File: config.mk
export PLATFORM = sky130hd
export DESIGN_NAME = cartridge_bank_mapper_with_irq
export DESIGN_NICKNAME = d
export VERILOG_FILES = /design/src/cbm_pkg.sv /design/src/cbm_bank.sv /design/src/cbm_irq.sv /design/src/cartridge_bank_mapper_with_irq.sv
export VERILOG_INCLUDE_DIRS = /design/src /design/src/src
export SDC_FILE = /design/constraint.sdc
export NUM_CORES = 1
export LEC_CHECK = 0
export BUFFER_PORTS_ARGS = -buffer_cell sky130_fd_sc_hd__buf_2
export CAP_MARGIN = 20
export CORE_MARGIN = 2
export CORE_UTILIZATION = 34
export CTS_BUF_LIST = sky130_fd_sc_hd__clkbuf_8 sky130_fd_sc_hd__clkbuf_16
export CTS_CLUSTER_DIAMETER = 120
export DETAILED_ROUTE_END_ITERATION = 7
export MAX_ROUTING_LAYER = met4
export SYNTH_ARGS = -nofsm -noshare
export SYNTH_HDL_FRONTEND = slang
export SYNTH_SLANG_ARGS = --single-unit
File: constraint.sdc
create_clock -name clk -period 6.4 [get_ports clk]
set_clock_uncertainty 0.1 [all_clocks]
set_input_delay 0.64 -clock clk [delete_from_list [all_inputs] [get_ports clk]]
set_output_delay 0.64 -clock clk [all_outputs]
set_load 0.005 [all_outputs]
File: src/cartridge_bank_mapper_with_irq_macros.svh
// ----------------------------------------------------------------------------
// cartridge bank mapper assertion macros
// concurrent check wrappers shared by the mapper rtl
// ----------------------------------------------------------------------------
`ifndef CARTRIDGE_BANK_MAPPER_WITH_IRQ_MACROS_SVH
`define CARTRIDGE_BANK_MAPPER_WITH_IRQ_MACROS_SVH
`ifndef NO_ASSERTIONS
`define CBM_ASSERT(lbl, clk, rst_n, prop, msg) \
	lbl: assert property (@(posedge clk) disable iff (!rst_n) prop) else $error(msg);
`define CBM_ASSERT_NEXT(lbl, clk, rst_n, ante, cons, msg) \
	lbl: assert property (@(posedge clk) disable iff (!rst_n) (ante) |=> (cons)) \
		else $error(msg);
`else
`define CBM_ASSERT(lbl, clk, rst_n, prop, msg)
`define CBM_ASSERT_NEXT(lbl, clk, rst_n, ante, cons, msg)
`endif
`endif

File: src/cbm_pkg.sv
// ----------------------------------------------------------------------------
// cbm_pkg
// shared types and constants of the cartridge bank mapper
// ----------------------------------------------------------------------------
package cbm_pkg;

	typedef enum logic [2:0] {
		UPD_NONE    = 3'd0,
		UPD_PRG     = 3'd1,
		UPD_CHR_ROM = 3'd2,
		UPD_CHR_RAM = 3'd3,
		UPD_MIRROR  = 3'd4
	} kind_t;

	typedef struct packed {
		logic        action;
		logic [15:0] addr;
		logic [7:0]  data;
		logic [7:0]  cycles;
	} req_t;

	typedef struct packed {
		kind_t       update_kind;
		logic [2:0]  slot;
		logic [11:0] page;
		logic [1:0]  mirror_mode;
		logic        irq_line;
	} upd_t;

	typedef struct packed {
		kind_t       kind;
		logic [2:0]  slot;
		logic [11:0] page;
		logic [1:0]  mirror;
	} bank_res_t;

	localparam logic [15:0] ADDR_PRG_4   = 16'h8010;
	localparam logic [15:0] ADDR_PRG_5   = 16'hA010;
	localparam logic [15:0] ADDR_MIRROR  = 16'h9400;
	localparam logic [15:0] DEC_MASK     = 16'hF00C;
	localparam logic [15:0] DEC_LATCH_LO = 16'hF000;
	localparam logic [15:0] DEC_LATCH_HI = 16'hF004;
	localparam logic [15:0] DEC_CTRL     = 16'hF008;
	localparam logic [3:0]  CHR_HI_FIRST = 4'hB;
	localparam logic [3:0]  CHR_HI_LAST  = 4'hE;
	localparam logic [11:0] PAGE_SW_OFF  = 12'h088;
	localparam logic [11:0] PAGE_SW_ON   = 12'h0C8;
	localparam logic [11:0] PAGE_RAM_0   = 12'h004;
	localparam logic [11:0] PAGE_RAM_1   = 12'h005;
	localparam logic [9:0]  PRESCALE_PERIOD = 10'h072;
	localparam logic [9:0]  PRESCALE_MAX    = 10'd511;
	localparam logic [7:0]  COUNT_TOP       = 8'hFF;

endpackage

File: src/cbm_bank.sv
// ----------------------------------------------------------------------------
// cbm_bank
// write decode, pattern bank bytes and ram switch
// ----------------------------------------------------------------------------
module cbm_bank (
	input  logic              clk,
	input  logic              arst_n,
	input  logic              en,
	input  logic              special_cart,
	input  cbm_pkg::req_t     req,
	output cbm_pkg::bank_res_t res
);

	logic [7:0]  pb_q [8];
	logic        ram_sw_q;
	logic [15:0] dec;
	logic [3:0]  hi;
	logic [3:0]  hi_off;
	logic        is_chr;
	logic [2:0]  slot;
	logic [7:0]  cur;
	logic [7:0]  new_byte;
	logic [11:0] page;
	logic        sw_off;
	logic        sw_on;

	always_comb begin
		dec      = req.addr & cbm_pkg::DEC_MASK;
		hi       = dec[15:12];
		hi_off   = hi - cbm_pkg::CHR_HI_FIRST;
		is_chr   = hi inside {[cbm_pkg::CHR_HI_FIRST:cbm_pkg::CHR_HI_LAST]};
		slot     = {hi_off[1:0], dec[3]};
		cur      = pb_q[slot];
		new_byte = dec[2] ? {req.data[3:0], cur[3:0]} : {cur[7:4], req.data[3:0]};
		page     = dec[2] ? {req.data[7:4], new_byte} : {4'h0, new_byte};
		sw_off   = special_cart && (page == cbm_pkg::PAGE_SW_OFF);
		sw_on    = special_cart && (page == cbm_pkg::PAGE_SW_ON);
	end

	always_comb begin
		res = '0;
		res.kind = cbm_pkg::UPD_NONE;
		if (!req.action) begin
			if (req.addr == cbm_pkg::ADDR_PRG_4) begin
				res.kind = cbm_pkg::UPD_PRG;
				res.slot = 3'd4;
				res.page = {4'h0, req.data};
			end else if (req.addr == cbm_pkg::ADDR_PRG_5) begin
				res.kind = cbm_pkg::UPD_PRG;
				res.slot = 3'd5;
				res.page = {4'h0, req.data};
			end else if (req.addr == cbm_pkg::ADDR_MIRROR) begin
				res.kind   = cbm_pkg::UPD_MIRROR;
				res.mirror = req.data[1:0];
			end else if (is_chr && !sw_off && !sw_on) begin
				res.slot = slot;
				res.page = page;
				if ((page == cbm_pkg::PAGE_RAM_0) || (page == cbm_pkg::PAGE_RAM_1)) begin
					res.kind = (!ram_sw_q && special_cart) ? cbm_pkg::UPD_CHR_ROM
						: cbm_pkg::UPD_CHR_RAM;
				end else begin
					res.kind = cbm_pkg::UPD_CHR_ROM;
				end
			end
		end
	end

	wire chr_wr = en && !req.action && is_chr && (req.addr != cbm_pkg::ADDR_PRG_4)
		&& (req.addr != cbm_pkg::ADDR_PRG_5) && (req.addr != cbm_pkg::ADDR_MIRROR);

	always_ff @(posedge clk or negedge arst_n) begin
		if (!arst_n) begin
			for (int i = 0; i < 8; i++) begin
				pb_q[i] <= 8'(i);
			end
			ram_sw_q <= 1'b0;
		end else if (chr_wr) begin
			pb_q[slot] <= new_byte;
			if (sw_off) begin
				ram_sw_q <= 1'b0;
			end else if (sw_on) begin
				ram_sw_q <= 1'b1;
			end
		end
	end

endmodule

File: src/cbm_irq.sv
// ----------------------------------------------------------------------------
// cbm_irq
// interrupt latch, up-counter and cycle prescaler
// ----------------------------------------------------------------------------
module cbm_irq (
	input  logic          clk,
	input  logic          arst_n,
	input  logic          en,
	input  cbm_pkg::req_t req,
	output logic          irq_next
);

	logic [7:0] reload_q;
	logic [7:0] count_q;
	logic [1:0] mode_q;
	logic [8:0] pre_q;
	logic       pend_q;

	logic [7:0]  reload_d;
	logic [7:0]  count_d;
	logic [1:0]  mode_d;
	logic [8:0]  pre_d;
	logic        pend_d;
	logic [9:0]  sum;
	logic [9:0]  rem;
	logic [15:0] dec;

	always_comb begin
		reload_d = reload_q;
		count_d  = count_q;
		mode_d   = mode_q;
		pre_d    = pre_q;
		pend_d   = pend_q;
		dec      = req.addr & cbm_pkg::DEC_MASK;
		sum      = {1'b0, pre_q} + {2'b00, req.cycles};
		rem      = sum;
		if (req.action) begin
			if (mode_q[1]) begin
				if (sum >= cbm_pkg::PRESCALE_PERIOD) begin
					rem = sum - cbm_pkg::PRESCALE_PERIOD;
					if (count_q == cbm_pkg::COUNT_TOP) begin
						count_d = reload_q;
						mode_d  = {mode_q[0], mode_q[0]};
						pend_d  = 1'b1;
					end else begin
						count_d = count_q + 8'd1;
					end
				end
				pre_d = (rem > cbm_pkg::PRESCALE_MAX) ? cbm_pkg::PRESCALE_MAX[8:0] : rem[8:0];
			end
		end else if ((req.addr != cbm_pkg::ADDR_PRG_4) && (req.addr != cbm_pkg::ADDR_PRG_5)
			&& (req.addr != cbm_pkg::ADDR_MIRROR)) begin
			if (dec == cbm_pkg::DEC_LATCH_LO) begin
				reload_d = {reload_q[7:4], req.data[3:0]};
			end else if (dec == cbm_pkg::DEC_LATCH_HI) begin
				reload_d = {req.data[3:0], reload_q[3:0]};
			end else if (dec == cbm_pkg::DEC_CTRL) begin
				mode_d = req.data[1:0];
				if (req.data[1]) begin
					count_d = reload_q;
					pre_d   = '0;
				end
				pend_d = 1'b0;
			end
		end
	end

	assign irq_next = pend_d;

	always_ff @(posedge clk or negedge arst_n) begin
		if (!arst_n) begin
			reload_q <= '0;
			count_q  <= '0;
			mode_q   <= '0;
			pre_q    <= '0;
			pend_q   <= 1'b0;
		end else if (en) begin
			reload_q <= reload_d;
			count_q  <= count_d;
			mode_q   <= mode_d;
			pre_q    <= pre_d;
			pend_q   <= pend_d;
		end
	end

endmodule

File: src/cartridge_bank_mapper_with_irq.sv
// an accepted request waits in the request register, then moves to the update register
// throughput: one request per cycle when upd_stall is low; input and update registers with a
// single logic pass between them, the update register drains while the next request is taken
// reset: arst_n clears pipeline valids, pattern bytes to their slot index, irq state to zero
// ----------------------------------------------------------------------------
// cartridge_bank_mapper_with_irq
// bank mapper top: request register, decode and irq logic, update register
// ----------------------------------------------------------------------------
`include "cartridge_bank_mapper_with_irq_macros.svh"

module cartridge_bank_mapper_with_irq (
	input  logic          clk,
	input  logic          arst_n,
	input  logic          req_valid,
	output logic          req_stall,
	input  cbm_pkg::req_t req,
	output logic          upd_valid,
	input  logic          upd_stall,
	output cbm_pkg::upd_t upd,
	input  logic          cfg_valid,
	output logic          cfg_ready,
	input  logic          cfg_data
);

	cbm_pkg::req_t      req_s1;
	logic               valid_s1;
	cbm_pkg::upd_t      upd_s2;
	logic               valid_s2;
	logic               special_q;
	logic               adv;
	logic               accept;
	logic               irq_next;
	cbm_pkg::bank_res_t bank_res;

	assign adv       = valid_s1 && (!valid_s2 || !upd_stall);
	assign req_stall = valid_s1 && !adv;
	assign accept    = req_valid && !req_stall;
	assign cfg_ready = 1'b1;
	assign upd_valid = valid_s2;
	assign upd       = upd_s2;

	always_ff @(posedge clk or negedge arst_n) begin
		if (!arst_n) begin
			special_q <= 1'b0;
		end else if (cfg_valid && cfg_ready) begin
			special_q <= cfg_data;
		end
	end

	always_ff @(posedge clk or negedge arst_n) begin
		if (!arst_n) begin
			valid_s1 <= 1'b0;
		end else if (accept) begin
			valid_s1 <= 1'b1;
		end else if (adv) begin
			valid_s1 <= 1'b0;
		end
	end

	always_ff @(posedge clk) begin
		if (accept) begin
			req_s1 <= req;
		end
	end

	cbm_bank u_bank (
		.clk          (clk),
		.arst_n       (arst_n),
		.en           (adv),
		.special_cart (special_q),
		.req          (req_s1),
		.res          (bank_res)
	);

	cbm_irq u_irq (
		.clk      (clk),
		.arst_n   (arst_n),
		.en       (adv),
		.req      (req_s1),
		.irq_next (irq_next)
	);

	always_ff @(posedge clk or negedge arst_n) begin
		if (!arst_n) begin
			valid_s2 <= 1'b0;
			upd_s2   <= '0;
		end else if (adv) begin
			valid_s2           <= 1'b1;
			upd_s2.update_kind <= bank_res.kind;
			upd_s2.slot        <= bank_res.slot;
			upd_s2.page        <= bank_res.page;
			upd_s2.mirror_mode <= bank_res.mirror;
			upd_s2.irq_line    <= irq_next;
		end else if (!upd_stall) begin
			valid_s2 <= 1'b0;
		end
	end

	`CBM_ASSERT(a_no_overrun, clk, arst_n, (valid_s1 && valid_s2 && upd_stall) |-> req_stall, "request taken while pipeline full")
	`CBM_ASSERT_NEXT(a_adv_loads, clk, arst_n, adv, valid_s2, "advanced request gave no update")
	`CBM_ASSERT(a_irq_from_tick, clk, arst_n, $rose(upd_s2.irq_line) |-> $past(adv && req_s1.action), "irq raised without a tick")

endmodule
======== Word level (Yosys, flattened, before mapping) ========
Cells that the tools add are included.
storage, ports and cells
  bits in registers ....................... 149
  bits in latches ......................... 0
  RAM bits ................................ 0
  bits in read-only memories .............. 0
  input port bits ......................... 39
  output and inout port bits .............. 24
  logic and storage cells ................. 163
  memories kept ........................... 0
cells by class
  $add $sub $neg .......................... 4
  multipliers ............................. 0
  div/mod/pow operators ................... 0
  magnitude comparators ................... 6
  equality and inequality tests ........... 20
  shift-type cells ........................ 0
  mux-type cells .......................... 62
  bitwise logic cells ..................... 4
  reductions and logical operators ........ 40
operators by type and width
  operator                number
  $mux W8                 13
  $mux W9                 8
  $bwmux W64              1
  $mux W18                3
  $eq A16 B16 Y1 const B  3
  $ne A16 B16 Y1 const B  3
  $mux W10                3
  $bmux W8 S3             1
  $demux W8 S3            1
  $eq A12 B3 Y1 const B   2
  $eq A12 B8 Y1 const B   2
  $mux W2                 11
  $mux W20                1
  $eq A6 B6 Y1 const B    3
  $logic_and A1 B1 Y1     17
  $reduce_and A8 Y1       2
  $mux W1                 15
  $mux W15                1
  $mux W12                1
  $add A9 B8 Y10          1
  $ge A10 B7 Y1 const B   1
  $gt A10 B9 Y1 const B   1
  $reduce_and A5 Y1       2
  $reduce_bool A2 Y1      5
  19 further kinds        35

======== Longest topological paths before layout ========
Gate-level depths: netlist of the first run.
  depth after elaboration ................. 17
  mapped depth ............................ 13
  depth with buffers taken out ............ 10

======== Hierarchy ========
A second synthesis of the first run with hierarchy kept.
unflattened totals
  cells, all modules ...................... 643
  area total of the unflattened synthesis .. 7671.1 um^2
modules (own cells, without submodules)
  module                          times used  cells an instance  area an instance (um^2)  sequential area each (um^2)
  cbm_bank                        1           312                3567.2                   1641.6
  cbm_irq                         1           242                2182.1                   700.7
  cartridge_bank_mapper_with_irq  1           89                 1921.8                   1591.5

======== Worst setup path after synthesis of the first run ========
Ideal clock, no wire load.
  kind .................................... register -> register
  from .................................... reg req_s1[28] in the netlist's numbering
  to ...................................... reg upd_s2, in the netlist upd[17]
  setup time .............................. 0.126 ns
  arrival ................................. 2.816 ns
  data required time ...................... 6.174 ns
  path slack .............................. 3.357 ns
  stages on the path, launching flop included .. 12
  buffers on the path ..................... 3
  clock period less this slack ............ 3.043 ns
  path through ............................ edfxtp_1 buf_2 buf_2 inv_1 ha_1 clkbuf_1 mux2i_1 a21oi_1 a2111oi_4 nand3_1 nor4bb_1 a221o_1
between the ends
  word-level cells in the longest chain between the ends .. 17
  elaborated cells between the ends (all ways) .. 26
  classes of those cells .................. add/sub (1); order compare (2); eq/ne (5); mux (10); bitwise (1); reduce/logical (7)
ends and longest elaborated chain
  item                                         line                                  RTL
  start: declaration                           cartridge_bank_mapper_with_irq.sv:25  cbm_pkg::req_t req_s1;
  start signal: assignment                     cartridge_bank_mapper_with_irq.sv:62  req_s1 <= req;
  $sub A2 B2 Y2                                cbm_bank.sv:30                        hi_off = hi - cbm_pkg::CHR_HI_FIRST;
  $not A3 Y4 (not written as such)             cbm_bank.sv:33                        cur = pb_q[slot];
  $bmux W8 S3                                  cbm_bank.sv:33
  $mux W8 (not written as such) (2 in series)  cbm_bank.sv:33
  $mux W8                                      cbm_bank.sv:34                        new_byte = dec[2] ? {req.data[3:0], cur[3:0]} : {cur[7:4], req.data[3:0]};
  $mux W12                                     cbm_bank.sv:35                        page = dec[2] ? {req.data[7:4], new_byte} : {4'h0, new_byte};
  $eq A12 B8 Y1                                cbm_bank.sv:36                        sw_off = special_cart && (page == cbm_pkg::PAGE_SW_OFF);
  $logic_and A1 B1 Y1                          cbm_bank.sv:36
  $logic_not A1 Y1                             cbm_bank.sv:55                        end else if (is_chr && !sw_off && !sw_on) begin
  $logic_and A1 B1 Y1 (2 in series)            cbm_bank.sv:55
  $mux W18                                     cbm_bank.sv:55
  $mux W15                                     cbm_bank.sv:52                        end else if (req.addr == cbm_pkg::ADDR_MIRROR) begin
  $mux W18                                     cbm_bank.sv:48                        end else if (req.addr == cbm_pkg::ADDR_PRG_5) begin
  $mux W18 (*)                                 cbm_bank.sv:44                        if (req.addr == cbm_pkg::ADDR_PRG_4) begin
  $mux W20 (*)                                 cbm_bank.sv:43                        if (!req.action) begin
  end: declaration                             cartridge_bank_mapper_with_irq.sv:27  cbm_pkg::upd_t upd_s2;
Mark *: on every way between the ends. The rest lies on a longest branch, timed or not. The select of a mux whose other input is x is not followed.
A chain may end at the register's enable or synchronous reset.

======== Final worst setup path of the first run ========
Ends and elaborated chain as after synthesis.

==> results by group, run 1 <==
Floorplanning
  • Row cnt: 52
  • Core area: between 20000 and 25000 um2
  • Die width: 149 um
  • Die H: 149 um
  • Die Area: roughly 22000 um2
  • Boundary Pins: 63
  • Initial Utilization: 34.9%

Timing
  • Worst-margin pin slew: a little over 900 ps
  • # setup viols final: 0
  • RSZ-0062 raised after global routing: no
  • Worst Hold Slack: roughly 170 ps
  • Final min period: approximately 3600 ps
  • Final period util: around 56%
  • Fmax: about 0.28 GHz
  • Slew Limit Headroom: between 30% and 40%
  • Setup TNS: 0 ps
  • Final hold violations: 0
  • Max Slew Vio Count: 0

Clock tree
  • CTS Hold Bufs: 0
  • Latest clock arrival within the worst-skew pair: around 420 ps
  • CTS Buf Count: 17
  • Root buf cell: clkbuf_16
  • Clock tree buffer depth: 2
  • Reg clk slew, reported paths: around 60 ps
  • H-tree levels: 4
  • Postcts setup bufs: 0
  • Clk sinks: about 150
  • TritonCTS clock tree: done
  • Post-CTS sizing: 0

Global route
  • Grt ovf: 0
  • First-pass GRT wire length: 28400 um
  • Largest net degree at the start of global routing: 60
  • Initial antenna violation count: 0
  • GR Util All Layers: 17.3%
  • Vias in the first global route: between 5000 and 6000

Synth
  • #FFs+latches synth: 149
  • Net count after synthesis: 629
  • Area share of the largest cell type after synthesis: about 37%
  • Post-Syn Area: about 7100 um2
  • Post-synthesis cell count: ~580
  • Synth warnings: 0
  • Sequential fraction of the synthesis area: 54.8%
  • Syn avg cell area: 12.4 um2
  • Yosys top cell by area: dfrtp_1
  • Synth top cells by count: 104 x dfrtp_1, 57 x nand2_1, 49 x mux2_2, 40 x o21ai_0, 33 x edfxtp_1
  • Synth Flop Type: dfrtp_1
  • EDFF count, synth: 33
  • Post-synth cell types: 69
  • Count leader, synth: dfrtp_1
  • Post-synth ARST share: about 78%
  • Synth area leaders: dfrtp_1 37%, edfxtp_1 14%, mux2_2 7.7%, mux4_2 5.1%, dfstp_2 4.4%

Job
  • Max-cap violations: 0

Setup path
  • Largest stage delay on the critical path: just over 900 ps
  • Crit path capture type: register
  • Setup CP Type: reg -> reg
  • Critical-path cell list: inv_1 -> ha_1 -> mux2i_1 -> a21oi_1 -> buf_4 -> a2111oi_4 -> nand3_1 -> nor4bb_1 -> a221o_1
  • Critical Path RT: 6600 ps
  • Bufs and invs on worst path: 2
  • Worst-path fanout max: 20
  • Delay-heaviest family, CP: flip-flops
  • Critical Path AT: 3790 ps
  • Startpoint Class: register
  • Crit-path slowest cell: edfxtp_1

Layout
  • Core Util, Final: 40.5%
  • Ratio of cells with drive above 1 in the final layout: a little under a third
  • Area grow syn2layout: 16.0%
  • Nets: roughly 690
  • # fillers: 1948
  • Post-route cell area: 8270 um2
  • Ant diodes: 0

Routing
  • First-pass iteration count of the detailed router: 5
  • Drt total wl: roughly 18000 um
  • Initial drt markers: 343
  • Routed Antenna Nets: 0
  • Via density: about 5.4
  • Via Count: about 5000
  • Post-route DRC violation count: 0
  • Drt wl/cell: 19.2 um

Power and ir drop
  • Sw Ratio: a little under a third
  • Pwr/cell area: around 350 nW/um2
  • Total power: 2850 uW
  • Psw: ~890 uW
  • Int Power: just under 2000 uW
  • Highest ir drop seen on vdd: between 150 and 200 uV
  • Clk network pwr share: between 30% and 40%
  • Leak: between 0.003 and 0.004 uW
  • Combinational share of power: 25.1%
  • Seq pwr share: about two fifths

Placed design
  • Placed inst area: just under 8000 um2
  • Gpl congestion: around 0.87
  • PortBufs: 61
  • Post-DP HPWL: approximately 12000 um

Status
  • Status: finished, final reports clean

Hold path
  • Min-delay worst type: in -> async
cells in the final DEF (no fill, tap or decap), types with 3 or more instances in the layout:
master | synthesis | layout
a21o_1 | 9 | 9
o21bai_1 | 3 | 3
nor3b_1 | 5 | 5
nor3_1 | 7 | 7
nor2_1 | 25 | 25
xnor2_1 | 9 | 9
a32o_1 | 4 | 4
a22oi_1 | 3 | 3
buf_4 | 3 | 12
and3_1 | 6 | 6
o21ai_1 | 2 | 3
edfxtp_1 | 33 | 33
clkinv_4 | 0 | 6
clkinv_2 | 0 | 3
ha_1 | 14 | 14
o22ai_1 | 3 | 3
nand3b_1 | 5 | 5
nand2_1 | 57 | 57
mux2_2 | 49 | 49
inv_6 | 0 | 3
mux2i_1 | 11 | 11
inv_1 | 13 | 13
xor2_1 | 3 | 3
dfstp_2 | 12 | 12
mux4_2 | 16 | 16
buf_2 | 12 | 60
dfrtp_1 | 104 | 104
a31oi_1 | 4 | 4
nand2b_1 | 3 | 3
nand3_1 | 14 | 14
a221o_1 | 13 | 13
clkbuf_16 | 0 | 17
o21ai_0 | 40 | 39
a222oi_1 | 5 | 5
a21oi_1 | 21 | 21
nand4_1 | 4 | 4
worst register-to-register path, cell delays in order (launching register included):
cell,delay [ps]
edfxtp_1,920
inv_1,160
ha_1,650
mux2i_1,230
a21oi_1,150
buf_4,260
a2111oi_4,320
nand3_1,180
nor4bb_1,180
a221o_1,320
routing by layer:
metal	vias to the layer above	global-route usage [%]	routed length [um]
li1	2284	-	-
met3	31	4.16	816
met1	2491	20.8	7300
met2	115	28.4	9050
met5	-	-	0
met4	0	6.43	393
power groups by stage:
stage          clock network [uW]  logic, uW  registers, uW
5_1_grt                      1030        801           1190
4_1_cts                       984        717           1170
2_1_floorplan                   0        566           1150
6_report                      964        717           1170
3_5_place_dp                    0        711           1190
3_3_place_gp                    0        697           1190
registers in the layout, indices dropped and copies added, names as in the netlist:
| signal | cells |
|---|---|
| u_bank.pb_q | 64 |
| req_s1 | 33 |
| upd | 20 |
| u_irq.pre_q | 9 |
| u_irq.count_q | 8 |
| u_irq.reload_q | 8 |
| u_irq.mode_q | 2 |
| special_q | 1 |
| u_bank.ram_sw_q | 1 |
| u_irq.pend_q | 1 |
| upd_valid | 1 |
| valid_s1 | 1 |
cell families (layout without fill, tap and decap cells):
| group | count (synthesis) | in the layout | synth area share, % |
|---|---|---|---|
| xor gates and xnor gates | 12 | 12 | 1.47 |
| muxes | 76 | 76 | 14.3 |
| DFF | 149 | 149 | 54.8 |
| other | 1 | 1 | 0.0526 |
| buffers and inverters | 46 | 117 | 3.02 |
| AOI/OAI and AO/OA | 131 | 131 | 13.4 |
| adders and majority gates | 15 | 15 | 2.74 |
| and+or+nand+nor | 145 | 145 | 10.1 |
worst paths after layout:
kind | startpoint | endpoint | slack, ps | cells past startpoint
max | req_s1[28]$_DFFE_PP_ | upd[17]$_DFFE_PN0P_ | 2810 | 9
min | arst_n | u_bank.pb_q[27]$_DFFE_PN0P_ | 170 | 1
max reg2reg | req_s1[28]$_DFFE_PP_ | upd[17]$_DFFE_PN0P_ | 2810 | 9
min reg2reg | u_bank.ram_sw_q$_DFFE_PN0P_ | u_bank.ram_sw_q$_DFFE_PN0P_ | 390 | 1
max in group asynchronous | arst_n | u_irq.pre_q[5]$_DFFE_PN0P_ | 4750 | 2
min in group clk | req[24] | req_s1[24]$_DFFE_PP_ | 290 | 1
through the flow:
| step | setup slack (ps) | cells |
|---|---|---|
| after floorplan | 3360 | 575 |
| after global placement | 2710 | 884 |
| after detailed placement | 2710 | 884 |
| after CTS | 2830 | 916 |
| after global routing | 2570 | 916 |
| final | 2810 | 916 |
layout make-up:
type                       count  area [um2]  share of cell area, %
sequential                   149        3910                   47.3
multi-input combinational    380        3000                   36.3
clock buffer                  19         453                   5.48
timing repair buffer          72         390                   4.72
tap                          270         338                   4.09
clock inverter                13         124                   1.50
inverter                      13        48.8                  0.590
No activity file was read; power rests on OpenSTA's default activity.
==> inputs of run 2 (changes only) <==
==> constraint.sdc (replaced) <==
create_clock -name clk -period 3.18 [get_ports clk]
set_clock_uncertainty 0.1 [all_clocks]
set_input_delay 0.318 -clock clk [delete_from_list [all_inputs] [get_ports clk]]
set_output_delay 0.318 -clock clk [all_outputs]
set_load 0.005 [all_outputs]
==> run 2 against run 1 <==
Hold slack worse by 110 ps. Utilization is 3.2 points higher. Via count is 4.1% higher. Register-to-register slack worse by 2800 ps. Largest power group unchanged. Final cell count is 6.1% higher. Non-clock buffer count is 55 higher. Combinational power is 140% higher. Die area stayed put. Final area is 7.8% higher. Worst setup slack worse by 2800 ps. Largest cell class unchanged.
==> results by group, run 2 (synthesis results as in run 1) <==
Status
  • Status: finished, final reports clean

Routing
  • Initial drt markers: 246 (-28%)
  • Post-route DRC violation count: 0 (unchanged)
  • Via density: 5.27 (-1.9%)
  • Routed Antenna Nets: 0 (unchanged)
  • Drt total wl: 17400 um (-1.1%)
  • Drt wl/cell: 17.9 um (-6.8%)
  • Via Count: 5122 (+4.1%)
  • First-pass iteration count of the detailed router: 4 (-1)

Placed design
  • Dpl ws: 60.6 ps (-2650 ps)
  • Post-DP HPWL: 11900 um (-4.6%)
  • Placed inst area: 7830 um2 (+1.8%)
  • Gpl congestion: 0.883 (+1.9%)
  • PortBufs: 61 (unchanged)

Setup path
  • Critical Path AT: 3380 ps (-410 ps)
  • Startpoint Class: register
  • Crit path capture type: register
  • Worst-path fanout max: 4 (-80%)
  • Setup CP Type: reg -> reg
  • Critical Path RT: 3440 ps (-3160 ps)

Layout
  • Area grow syn2layout: 25.0%
  • Most flops, register: u_bank.pb_q
  • Max reg flops: 64 (unchanged)
  • Nets: 743 (+8.2%)
  • Post-route cell area: 8910 um2 (+7.8%)
  • Ant diodes: 0 (unchanged)
  • Ratio of cells with drive above 1 in the final layout: 32.1% (+1.6 points)
  • Core Util, Final: 43.6% (+3.2 points)
  • Commonest non-fill, non-tap cell in the layout: dfrtp_1
  • Commonest non-fill, non-tap cells in the layout: 104 x dfrtp_1, 60 x buf_2, 57 x nand2_1, 49 x mux2_2, 40 x o21ai_0
  • # fillers: 1866 (-4.2%)

Timing
  • Post-layout worst setup margin: 61.4 ps (-2750 ps)
  • Worst Hold Slack: 54.3 ps (-113 ps)
  • Worst-margin pin slew: 862 ps (-73.7 ps)
  • Slew Limit Headroom: 42.6% (+4.9 points)
  • # setup viols final: 0 (unchanged)
  • Max Slew Vio Count: 0 (unchanged)
  • Fmax: 0.321 GHz (+15%)
  • Final min period: 3120 ps (-469 ps)
  • Final period util: 98.1% (+42 points)
  • RSZ-0062 raised after global routing: yes
  • Setup TNS: 0 ps (unchanged)
  • Final hold violations: 0 (unchanged)

Job
  • Max-cap violations: 0 (unchanged)

Global route
  • Vias in the first global route: 5305 (+5.4%)
  • Grt ovf: 0 (unchanged)
  • Initial antenna violation count: 0 (unchanged)
  • First-pass GRT wire length: 27600 um (-2.8%)
  • GR Util All Layers: 16.6% (-0.69 points)
  • Largest net degree at the start of global routing: 68 (+13%)

Floorplanning
  • Row cnt: 52 (unchanged)
  • Initial Utilization: 34.9% (unchanged)
  • Core area: 20400 um2 (unchanged)
  • Die width: 149 um (unchanged)
  • Die Area: 22100 um2 (unchanged)
  • Die H: 149 um (unchanged)
  • Boundary Pins: 63 (unchanged)

Clock tree
  • Clk sinks: 149 (unchanged)
  • TritonCTS clock tree: done
  • CTS Buf Count: 17 (unchanged)
  • H-tree levels: 4 (unchanged)
  • Reg clk slew, reported paths: 60 ps (about the same)
  • Root buf cell: clkbuf_16
  • Latest clock arrival within the worst-skew pair: 430 ps (about the same)
  • Clock tree buffer depth: 2 (unchanged)

Power and ir drop
  • Leak: 0.00396 uW (+7.5%)
  • Highest ir drop seen on vdd: 353 uV (+85%)
  • Pwr/cell area: 687 nW/um2 (+99%)

Hold path
  • Min-delay worst type: in -> reg
-- run 2: final timing paths --
path	startpoint	endpoint	slack [ps]	cells past startpoint
max in group asynchronous	arst_n	upd[15]$_DFFE_PN0P_	1750	3
hold reg to reg	upd[20]$_DFFE_PN0P_	upd[20]$_DFFE_PN0P_	370	1
min in group asynchronous	arst_n	u_bank.pb_q[20]$_DFFE_PN0P_	450	2
setup reg to reg	req_s1[0]$_DFFE_PP_	u_irq.pre_q[1]$_DFFE_PN0P_	60	10
setup / recovery	req_s1[0]$_DFFE_PP_	u_irq.pre_q[1]$_DFFE_PN0P_	60	10
hold / removal	upd_stall	upd_valid$_DFFE_PN0P_	50	3
-- run 2: cell type report --
class	instances	area [um2]	share of cell area, %
Tap cell	270	338	3.79
Clock inverter	12	126	1.42
Multi-Input combinational cell	381	3080	34.6
Sequential cell	149	3910	43.9
Timing Repair Buffer	127	921	10.3
Clock buffer	20	489	5.49
Inverter	13	48.8	0.548
-- run 2: stage by stage --
| step | power (uW) | instances |
|---|---|---|
| after global routing | 6430 | 972 |
| after floorplan | 3450 | 575 |
| final | 6120 | 972 |
| after global placement | 3800 | 899 |
| after CTS | 5990 | 968 |
| after detailed placement | 3870 | 899 |
-- run 2: per-layer routing --
metal,wire length (um),part of all wire [%],vias up,GRT usage [%]
met4,456,2.6,0,6.57
li1,-,-,2389,-
met2,9150,53,112,29.0
met5,0,0,-,-
met1,7150,41,2584,18.7
met3,612,3.5,37,3.58
-- run 2: power breakdown --
group / internal, uW / switching (uW) / total [uW]
clock: 1220 / 859 / 2080
combinational: 792 / 921 / 1710
sequential: 2190 / 144 / 2330
-- run 2: repair_timing --
action | CTS | global route
gates resized for setup | 0 | 12
setup buffers | 0 | 3
endpoints found under the setup margin | 0 | 21
hold endpoints to repair | 89 | 0
hold buffers | 37 | 0
-- run 2: critical path, cell delays in order, from the launching register on --
cell      delay (ps)
edfxtp_1         380
ha_2             220
fa_2             390
a21o_1           220
a221oi_4         340
o21bai_1         110
a21oi_1          180
xor2_1           350
nand4_1          320
a21boi_4         300
a221o_1          140
